**config.mk**
```make
export PLATFORM = sky130hd
export DESIGN_NAME = imu_angle_packet_parser
export DESIGN_NICKNAME = d
export VERILOG_FILES = /design/src/rtl/iapp_pkg.sv /design/src/rtl/iapp_frame.sv /design/src/rtl/iapp_out.sv /design/src/rtl/imu_angle_packet_parser.sv
export SDC_FILE = /design/constraint.sdc
export NUM_CORES = 1
export LEC_CHECK = 0
export BUFFER_PORTS_ARGS = -buffer_cell sky130_fd_sc_hd__clkbuf_2
export CORE_UTILIZATION = 59
export CTS_CLUSTER_DIAMETER = 50
export DETAILED_ROUTE_END_ITERATION = 6
export MAX_ROUTING_LAYER = met4
export PLACE_DENSITY = 0.83
export SYNTH_ARGS = -nofsm -noshare
export SYNTH_HDL_FRONTEND = slang
export SYNTH_SLANG_ARGS = --single-unit
```
**constraint.sdc**
```tcl
create_clock -name clk -period 8.81 [get_ports clk]
set_clock_uncertainty 0.1 [all_clocks]
set_input_delay 1.3215 -clock clk [delete_from_list [all_inputs] [get_ports clk]]
set_output_delay 1.3215 -clock clk [all_outputs]
set_load 0.05 [all_outputs]
```
**src/rtl/iapp_pkg.sv**
```systemverilog
// Shared types and constants for the IMU angle packet parser.
// No dependencies; imported by every module of the block.
`timescale 1ns / 1ps

package iapp_pkg;

    // Packet layout
    localparam int unsigned PKT_LEN = 11;
    localparam logic [7:0] HDR0 = 8'h55;
    localparam logic [7:0] HDR1 = 8'h53;

    // Byte positions within a packet
    localparam logic [3:0] POS_HDR0  = 4'd0;
    localparam logic [3:0] POS_HDR1  = 4'd1;
    localparam logic [3:0] POS_ROLL  = 4'd2;
    localparam logic [3:0] POS_YAWHI = 4'd7;
    localparam logic [3:0] POS_CSUM  = 4'(PKT_LEN - 1);

    // Angle bytes held: roll lo/hi, pitch lo/hi, yaw lo/hi
    localparam int unsigned ANGLE_BYTES = 6;

    // Yaw scale: raw * 180 / 256 gives 1/128 degree units
    localparam int unsigned YAW_SCALE = 180;
    localparam int unsigned PROD_W    = 25;

    localparam int unsigned OUT_TDATA_W = 72;

    // One parsed packet
    typedef struct packed {
        logic               packet_ok;
        logic signed [15:0] roll_raw;
        logic signed [15:0] pitch_raw;
        logic signed [15:0] yaw_raw;
        logic signed [15:0] yaw_deg_q7;
    } result_t;

endpackage

```
**src/rtl/iapp_frame.sv**
```systemverilog
// Input register, packet framing, header and checksum check, angle decode.
// Depends on iapp_pkg.
`timescale 1ns / 1ps

module iapp_frame (
    input  logic              clk,
    input  logic              rst_n,
    input  logic              in_valid,
    output logic              in_ready,
    input  logic [7:0]        in_byte,
    input  logic              advance,
    output logic              res_valid,
    output iapp_pkg::result_t res
);
    import iapp_pkg::*;

    logic                  byte_vld_reg, byte_vld_next;
    logic [7:0]            byte_reg;
    logic [3:0]            count_reg, count_next;
    logic [7:0]            sum_reg, sum_next;
    logic [7:0]            hdr0_reg;
    logic [7:0]            angle_reg [ANGLE_BYTES];
    logic                  accept;
    logic                  fire;
    logic [7:0]            sum_new;
    logic                  store_en;
    logic [2:0]            store_idx;
    logic                  csum_ok;
    logic signed [15:0]    roll;
    logic signed [15:0]    pitch;
    logic signed [15:0]    yaw;
    logic signed [PROD_W-1:0] yaw_prod;

    // Input register takes a new byte when it is empty or the held one moves on
    assign in_ready = !byte_vld_reg || advance;
    assign accept   = in_valid && in_ready;
    assign fire     = byte_vld_reg && advance;

    always_comb
    begin
        if (accept)
        begin
            byte_vld_next = 1'b1;
        end
        else if (advance)
        begin
            byte_vld_next = 1'b0;
        end
        else
        begin
            byte_vld_next = byte_vld_reg;
        end
    end

    // Framing: count, running sum, header check, restart
    assign sum_new   = sum_reg + byte_reg;
    assign store_en  = fire && (count_reg >= POS_ROLL) && (count_reg <= POS_YAWHI);
    assign store_idx = 3'(count_reg - POS_ROLL);

    always_comb
    begin
        count_next = count_reg;
        sum_next   = sum_reg;
        if (fire)
        begin
            unique case (count_reg)
                POS_HDR1:
                begin
                    if (hdr0_reg == HDR0 && byte_reg == HDR1)
                    begin
                        count_next = count_reg + 4'd1;
                        sum_next   = sum_new;
                    end
                    else
                    begin
                        count_next = '0;
                        sum_next   = '0;
                    end
                end
                POS_CSUM:
                begin
                    count_next = '0;
                    sum_next   = '0;
                end
                default:
                begin
                    count_next = count_reg + 4'd1;
                    sum_next   = sum_new;
                end
            endcase
        end
    end

    always_ff @(posedge clk or negedge rst_n)
    begin
        if (!rst_n)
        begin
            byte_vld_reg <= 1'b0;
            count_reg    <= '0;
            sum_reg      <= '0;
        end
        else
        begin
            byte_vld_reg <= byte_vld_next;
            count_reg    <= count_next;
            sum_reg      <= sum_next;
        end
    end

    // Payload registers, no reset needed
    always_ff @(posedge clk)
    begin
        if (accept)
        begin
            byte_reg <= in_byte;
        end
        if (fire && count_reg == POS_HDR0)
        begin
            hdr0_reg <= byte_reg;
        end
        if (store_en)
        begin
            angle_reg[store_idx] <= byte_reg;
        end
    end

    // Decode angles; sum of bytes 0..9 must equal byte 10
    assign csum_ok  = (sum_reg == byte_reg);
    assign roll     = {angle_reg[1], angle_reg[0]};
    assign pitch    = {angle_reg[3], angle_reg[2]};
    assign yaw      = {angle_reg[5], angle_reg[4]};
    assign yaw_prod = PROD_W'(yaw) * $signed(PROD_W'(YAW_SCALE));

    assign res_valid = fire && (count_reg == POS_CSUM);

    always_comb
    begin
        res.packet_ok = csum_ok;
        if (csum_ok)
        begin
            res.roll_raw   = roll;
            res.pitch_raw  = pitch;
            res.yaw_raw    = yaw;
            res.yaw_deg_q7 = yaw_prod[23:8];
        end
        else
        begin
            res.roll_raw   = '0;
            res.pitch_raw  = '0;
            res.yaw_raw    = '0;
            res.yaw_deg_q7 = '0;
        end
    end

endmodule

```
**src/rtl/iapp_out.sv**
```systemverilog
// Result register driving the output stream channel.
// Depends on iapp_pkg.
`timescale 1ns / 1ps

module iapp_out (
    input  logic                                clk,
    input  logic                                rst_n,
    input  logic                                res_valid,
    input  iapp_pkg::result_t                   res,
    output logic                                advance,
    output logic                                m_axis_tvalid,
    input  logic                                m_axis_tready,
    output logic [iapp_pkg::OUT_TDATA_W-1:0]    m_axis_tdata
);
    import iapp_pkg::*;

    localparam int unsigned RES_W = $bits(result_t);

    logic    out_vld_reg, out_vld_next;
    result_t out_reg;

    // Upstream may move when the result register is free or draining
    assign advance = !out_vld_reg || m_axis_tready;

    always_comb
    begin
        if (advance)
        begin
            out_vld_next = res_valid;
        end
        else
        begin
            out_vld_next = out_vld_reg;
        end
    end

    always_ff @(posedge clk or negedge rst_n)
    begin
        if (!rst_n)
        begin
            out_vld_reg <= 1'b0;
        end
        else
        begin
            out_vld_reg <= out_vld_next;
        end
    end

    // Hold payload until the transaction completes
    always_ff @(posedge clk)
    begin
        if (advance && res_valid)
        begin
            out_reg <= res;
        end
    end

    assign m_axis_tvalid = out_vld_reg;
    // Pack from the lowest bit: packet_ok, roll, pitch, yaw, yaw_deg_q7, zero fill
    assign m_axis_tdata  = {{(OUT_TDATA_W - RES_W){1'b0}},
                            out_reg.yaw_deg_q7, out_reg.yaw_raw,
                            out_reg.pitch_raw, out_reg.roll_raw, out_reg.packet_ok};

endmodule

```
**src/rtl/imu_angle_packet_parser.sv**
```systemverilog
// Top level of the IMU angle packet parser.
// Depends on iapp_pkg, iapp_frame and iapp_out.
//
// Usage:
//   s_axis carries received UART bytes, one per transaction. Packets are
//   11 bytes: 0x55, 0x53, roll lo/hi, pitch lo/hi, yaw lo/hi, two spare
//   bytes and an 8-bit checksum of the first ten bytes. A pair of bytes
//   that is not the header is dropped and framing restarts.
//   m_axis gives one transaction per completed packet: packet_ok, the raw
//   signed angles and yaw in 1/128 degree. On a checksum failure
//   packet_ok is 0 and the angle fields are 0.
//   Throughput: one byte per cycle while the receiver does not stall.
//   Latency: the checksum byte passes the input register, then the result
//   register, before m_axis_tvalid rises; the yaw scaling multiply sits
//   between them. Reset clears framing state and both valid flags; the
//   parser then waits for a header. When the receiver stalls, the result
//   is held and the input register stops advancing: at most one more byte
//   is taken, then s_axis_tready stays low until the result transaction
//   completes.
`timescale 1ns / 1ps

module imu_angle_packet_parser (
    input  logic                                clk,
    input  logic                                rst_n,
    input  logic                                s_axis_tvalid,
    output logic                                s_axis_tready,
    input  logic [7:0]                          s_axis_tdata,  // [7:0] rx_byte
    output logic                                m_axis_tvalid,
    input  logic                                m_axis_tready,
    // [0] packet_ok, [16:1] roll_raw, [32:17] pitch_raw, [48:33] yaw_raw,
    // [64:49] yaw_deg_q7, [71:65] zero
    output logic [iapp_pkg::OUT_TDATA_W-1:0]    m_axis_tdata
);
    import iapp_pkg::*;

    logic    advance;
    logic    res_valid;
    result_t res;

    iapp_frame u_frame (
        .clk       (clk),
        .rst_n     (rst_n),
        .in_valid  (s_axis_tvalid),
        .in_ready  (s_axis_tready),
        .in_byte   (s_axis_tdata),
        .advance   (advance),
        .res_valid (res_valid),
        .res       (res)
    );

    iapp_out u_out (
        .clk           (clk),
        .rst_n         (rst_n),
        .res_valid     (res_valid),
        .res           (res),
        .advance       (advance),
        .m_axis_tvalid (m_axis_tvalid),
        .m_axis_tready (m_axis_tready),
        .m_axis_tdata  (m_axis_tdata)
    );

endmodule

```
==> flow_summary_export.csv <==
group,metric,value,unit
synthesis,syn-cell-area,7310,sq um
timing,max_slew_margin,0.260,
place,pre_cts_ws,4.28,ns
worst_setup_path,end_kind,"flip-flop",
timing,layout_setup_ws,4.26,ns
finish,drive_gt1_frac,0.202,
cts,cts_resized,0,
grt,grt_pass1_vias,4425,
worst_hold_path,hold_start,"u_frame.sum_reg[3]",
synthesis,synthArstFlopShare,0.0979,
cts,path_clk_slew,0.07,ns
floorplan,io_pins,86,
timing,fin_crit_sh,0.516,
synthesis,synth_top_area_cell,"edfxtp_1",
place,hpwl,8930,um
run_status,outcome,"complete, no violations",
route,vias_per_cell,5.42,
finish,utilization,0.705,
finish,syn_to_final_growth,16.3,%
cts,cts_hold_buf,0,
route,remaining_drc_errors,0,
worst_setup_path,crit_path_start_kind,"flip-flop",
timing,finalMaxSlewViolations,0,
finish,fin_cells,815,
place,dp.cells,783,
synthesis,ys.flop_type,"edfxtp_1",
worst_setup_path,cp_max_fo,6,
synthesis,syn_area_per_cell,13.4,sq um
cts,htreeDepth,4,
synthesis,yosysMostFrequentCell,"edfxtp_1",
grt,antenna_found_initial,0,
worst_setup_path,crit_start,"u_frame.angle_reg[4][4]",
route,wl_per_cell,16.6,um
grt,grt_pass1_wl,21400,um
floorplan,die_area,12800,sq um
synthesis,ys_seq_area_frac,0.578,
floorplan,die_w,113,um
cts,cts-root-buf,"clkbuf_16",
route,drt_wl_total,13500,um
timing,worst_slew_pin_slew,1.10,ns
finish,n_fill_cell,740,
synthesis,yosysUniqueCellTypes,49,
timing,rsz0062_at_grt,"false",
grt,grt-ovfl-total,0,
synthesis,synth_top_area_frac,0.530,
cts,cts_buffers,17,
finish,largest_register_ffs,65,
power_and_ir_drop,vdd_drop_max,0.139,mV
job,drv_cap,0,
place,place_congestion,0.866,
floorplan,core,12100,sq um
synthesis,synth_commonest_cells,"129 x edfxtp_1, 61 x ha_1, 59 x inv_1, 42 x and2_1, 31 x nor2_1",
worst_setup_path,timing.rr.start,"u_frame.angle_reg[4][4]",
power_and_ir_drop,leakage,3.69,nW
floorplan,start_util,0.606,
worst_hold_path,hold_class,"flip-flop to flip-flop",
timing,period_needed,4.55,ns
cts,clk_path_buf_depth,2,
cts,cts.sinks,143,
place,port_buffers,78,
timing,hold_violations,0,
worst_setup_path,critical_path_required,8.84,ns
synthesis,ys_warn_count,0,
timing,setup_viol,0,
synthesis,ys_ff_latch,143,
synthesis,synth_edf_count,129,
worst_setup_path,setup.worst_path.class,"flip-flop to flip-flop",
finish,antennaDiodeCount,0,
synthesis,synth_area_leaders,"edfxtp_1 53%, ha_1 10%, fa_1 7.7%",
grt,grt_usage,0.229,
route,dr.pass1.iters,4,
power_and_ir_drop,power.density,275,nW/um^2
synthesis,syn_inst,544,
timing,max_freq,220,MHz
cts,clock_latency,0.41,ns
grt,grt_start_max_net_pins,64,
finish,final_nets,735,
floorplan,row_count,40,
route,drt_iter0_drc,363,
route,ant_nets,0,
worst_setup_path,cp.arrival,4.58,ns
route,vias,4421,
power_and_ir_drop,finalPower,2.34,mW
cts,cts_setup_buffers,0,
floorplan,die_h,113,um
cts,cts_tree,"yes",
timing,fin_tns_setup,0,ns
## through the flow
step | hold WS [ns] | cell area (sq um)
after detailed placement | 0.373 | 7890
after global routing | 0.420 | 8500
after CTS | 0.387 | 8500
after global placement | 0.369 | 7890
final | 0.383 | 8500
after floorplan | 0.355 | 7340
## critical path, cell delays in order, from the launching register on
cell and delay (ns):
edfxtp_1 0.49, ha_1 0.35, ha_1 0.32, fa_1 0.55
inv_1 0.05, fa_1 0.50, inv_1 0.04, ha_1 0.37
a21oi_1 0.22, o21ai_2 0.11, a221oi_4 0.42, o21ai_4 0.13
a2111oi_4 0.39, or3_1 0.17, a21oi_2 0.05
## cells in the final DEF, fill, tap and decap left out, types with 2 or more instances in the layout
cell type | netlist | layout
or3_1 | 3 | 3
nor3_1 | 11 | 10
xor2_1 | 12 | 12
bufinv_16 | 0 | 2
inv_1 | 59 | 59
o21ai_2 | 2 | 2
nand3_1 | 5 | 5
dfrtp_1 | 14 | 14
nand2b_1 | 6 | 6
nor4bb_1 | 2 | 2
clkbuf_16 | 0 | 17
a31oi_1 | 2 | 2
a21oi_2 | 2 | 2
a21o_1 | 3 | 3
and2_1 | 42 | 42
a41oi_1 | 2 | 2
nor4b_1 | 2 | 2
buf_4 | 7 | 6
a22o_1 | 2 | 2
and2b_2 | 2 | 2
nand2_1 | 29 | 29
a21oi_1 | 17 | 17
o31ai_1 | 7 | 7
nor2_1 | 31 | 31
o22ai_1 | 3 | 3
ha_1 | 61 | 61
o21ai_0 | 13 | 13
edfxtp_1 | 129 | 129
nor4_1 | 6 | 6
conb_1 | 1 | 7
xnor2_1 | 12 | 12
fa_1 | 28 | 28
clkbuf_2 | 0 | 78
inv_8 | 0 | 5
inv_6 | 0 | 5
## final timing paths
path                                     endpoint  slack [ns]  depth (start not counted)
max                        u_out.m_axis_tdata[63]        4.26                         14
max reg2reg                u_out.m_axis_tdata[63]        4.26                         14
min in group asynchronous      u_frame.sum_reg[5]        0.71                          1
max in group asynchronous    u_frame.count_reg[1]        7.64                          1
min reg2reg                    u_frame.sum_reg[3]        0.38                          2
min                            u_frame.sum_reg[3]        0.38                          2
## routing by layer
layer	global-route usage	routed length [um]	vias up
met5	-	0	-
met4	0.0825	273	0
met3	0.0450	694	34
met2	0.381	7000	144
met1	0.281	5520	2165
li1	-	-	2078
## cells by family (layout without fill, tap and decap cells)
logic type | count (synthesis) | in the layout | share of synthesized area
adder cells (fa/ha/maj) | 89 | 89 | 0.181
AO/OA/AOI/OAI | 63 | 63 | 0.0626
other | 1 | 7 | 0.000513
flip-flops | 143 | 143 | 0.578
XOR/XNOR | 24 | 24 | 0.0287
AND/OR/NAND/NOR | 146 | 146 | 0.106
buffers and inverters | 78 | 175 | 0.0436
## report_power, final
part / internal [mW] / switching [mW]
clock: 0.433 / 0.309
sequential: 0.812 / 0.0569
combinational: 0.290 / 0.437
## final cells by class
| cell class | instances | area (sq um) | area share |
|---|---|---|---|
| flip-flops and latches | 143 | 4220 | 0.497 |
| multi-input cells | 329 | 2800 | 0.329 |
| repair buffers | 84 | 435 | 0.0512 |
| clock buffers | 17 | 425 | 0.0500 |
| inverters | 59 | 221 | 0.0260 |
| well taps | 168 | 210 | 0.0247 |
| clock inverters | 15 | 190 | 0.0224 |
(Power assumes the default switching activity.)
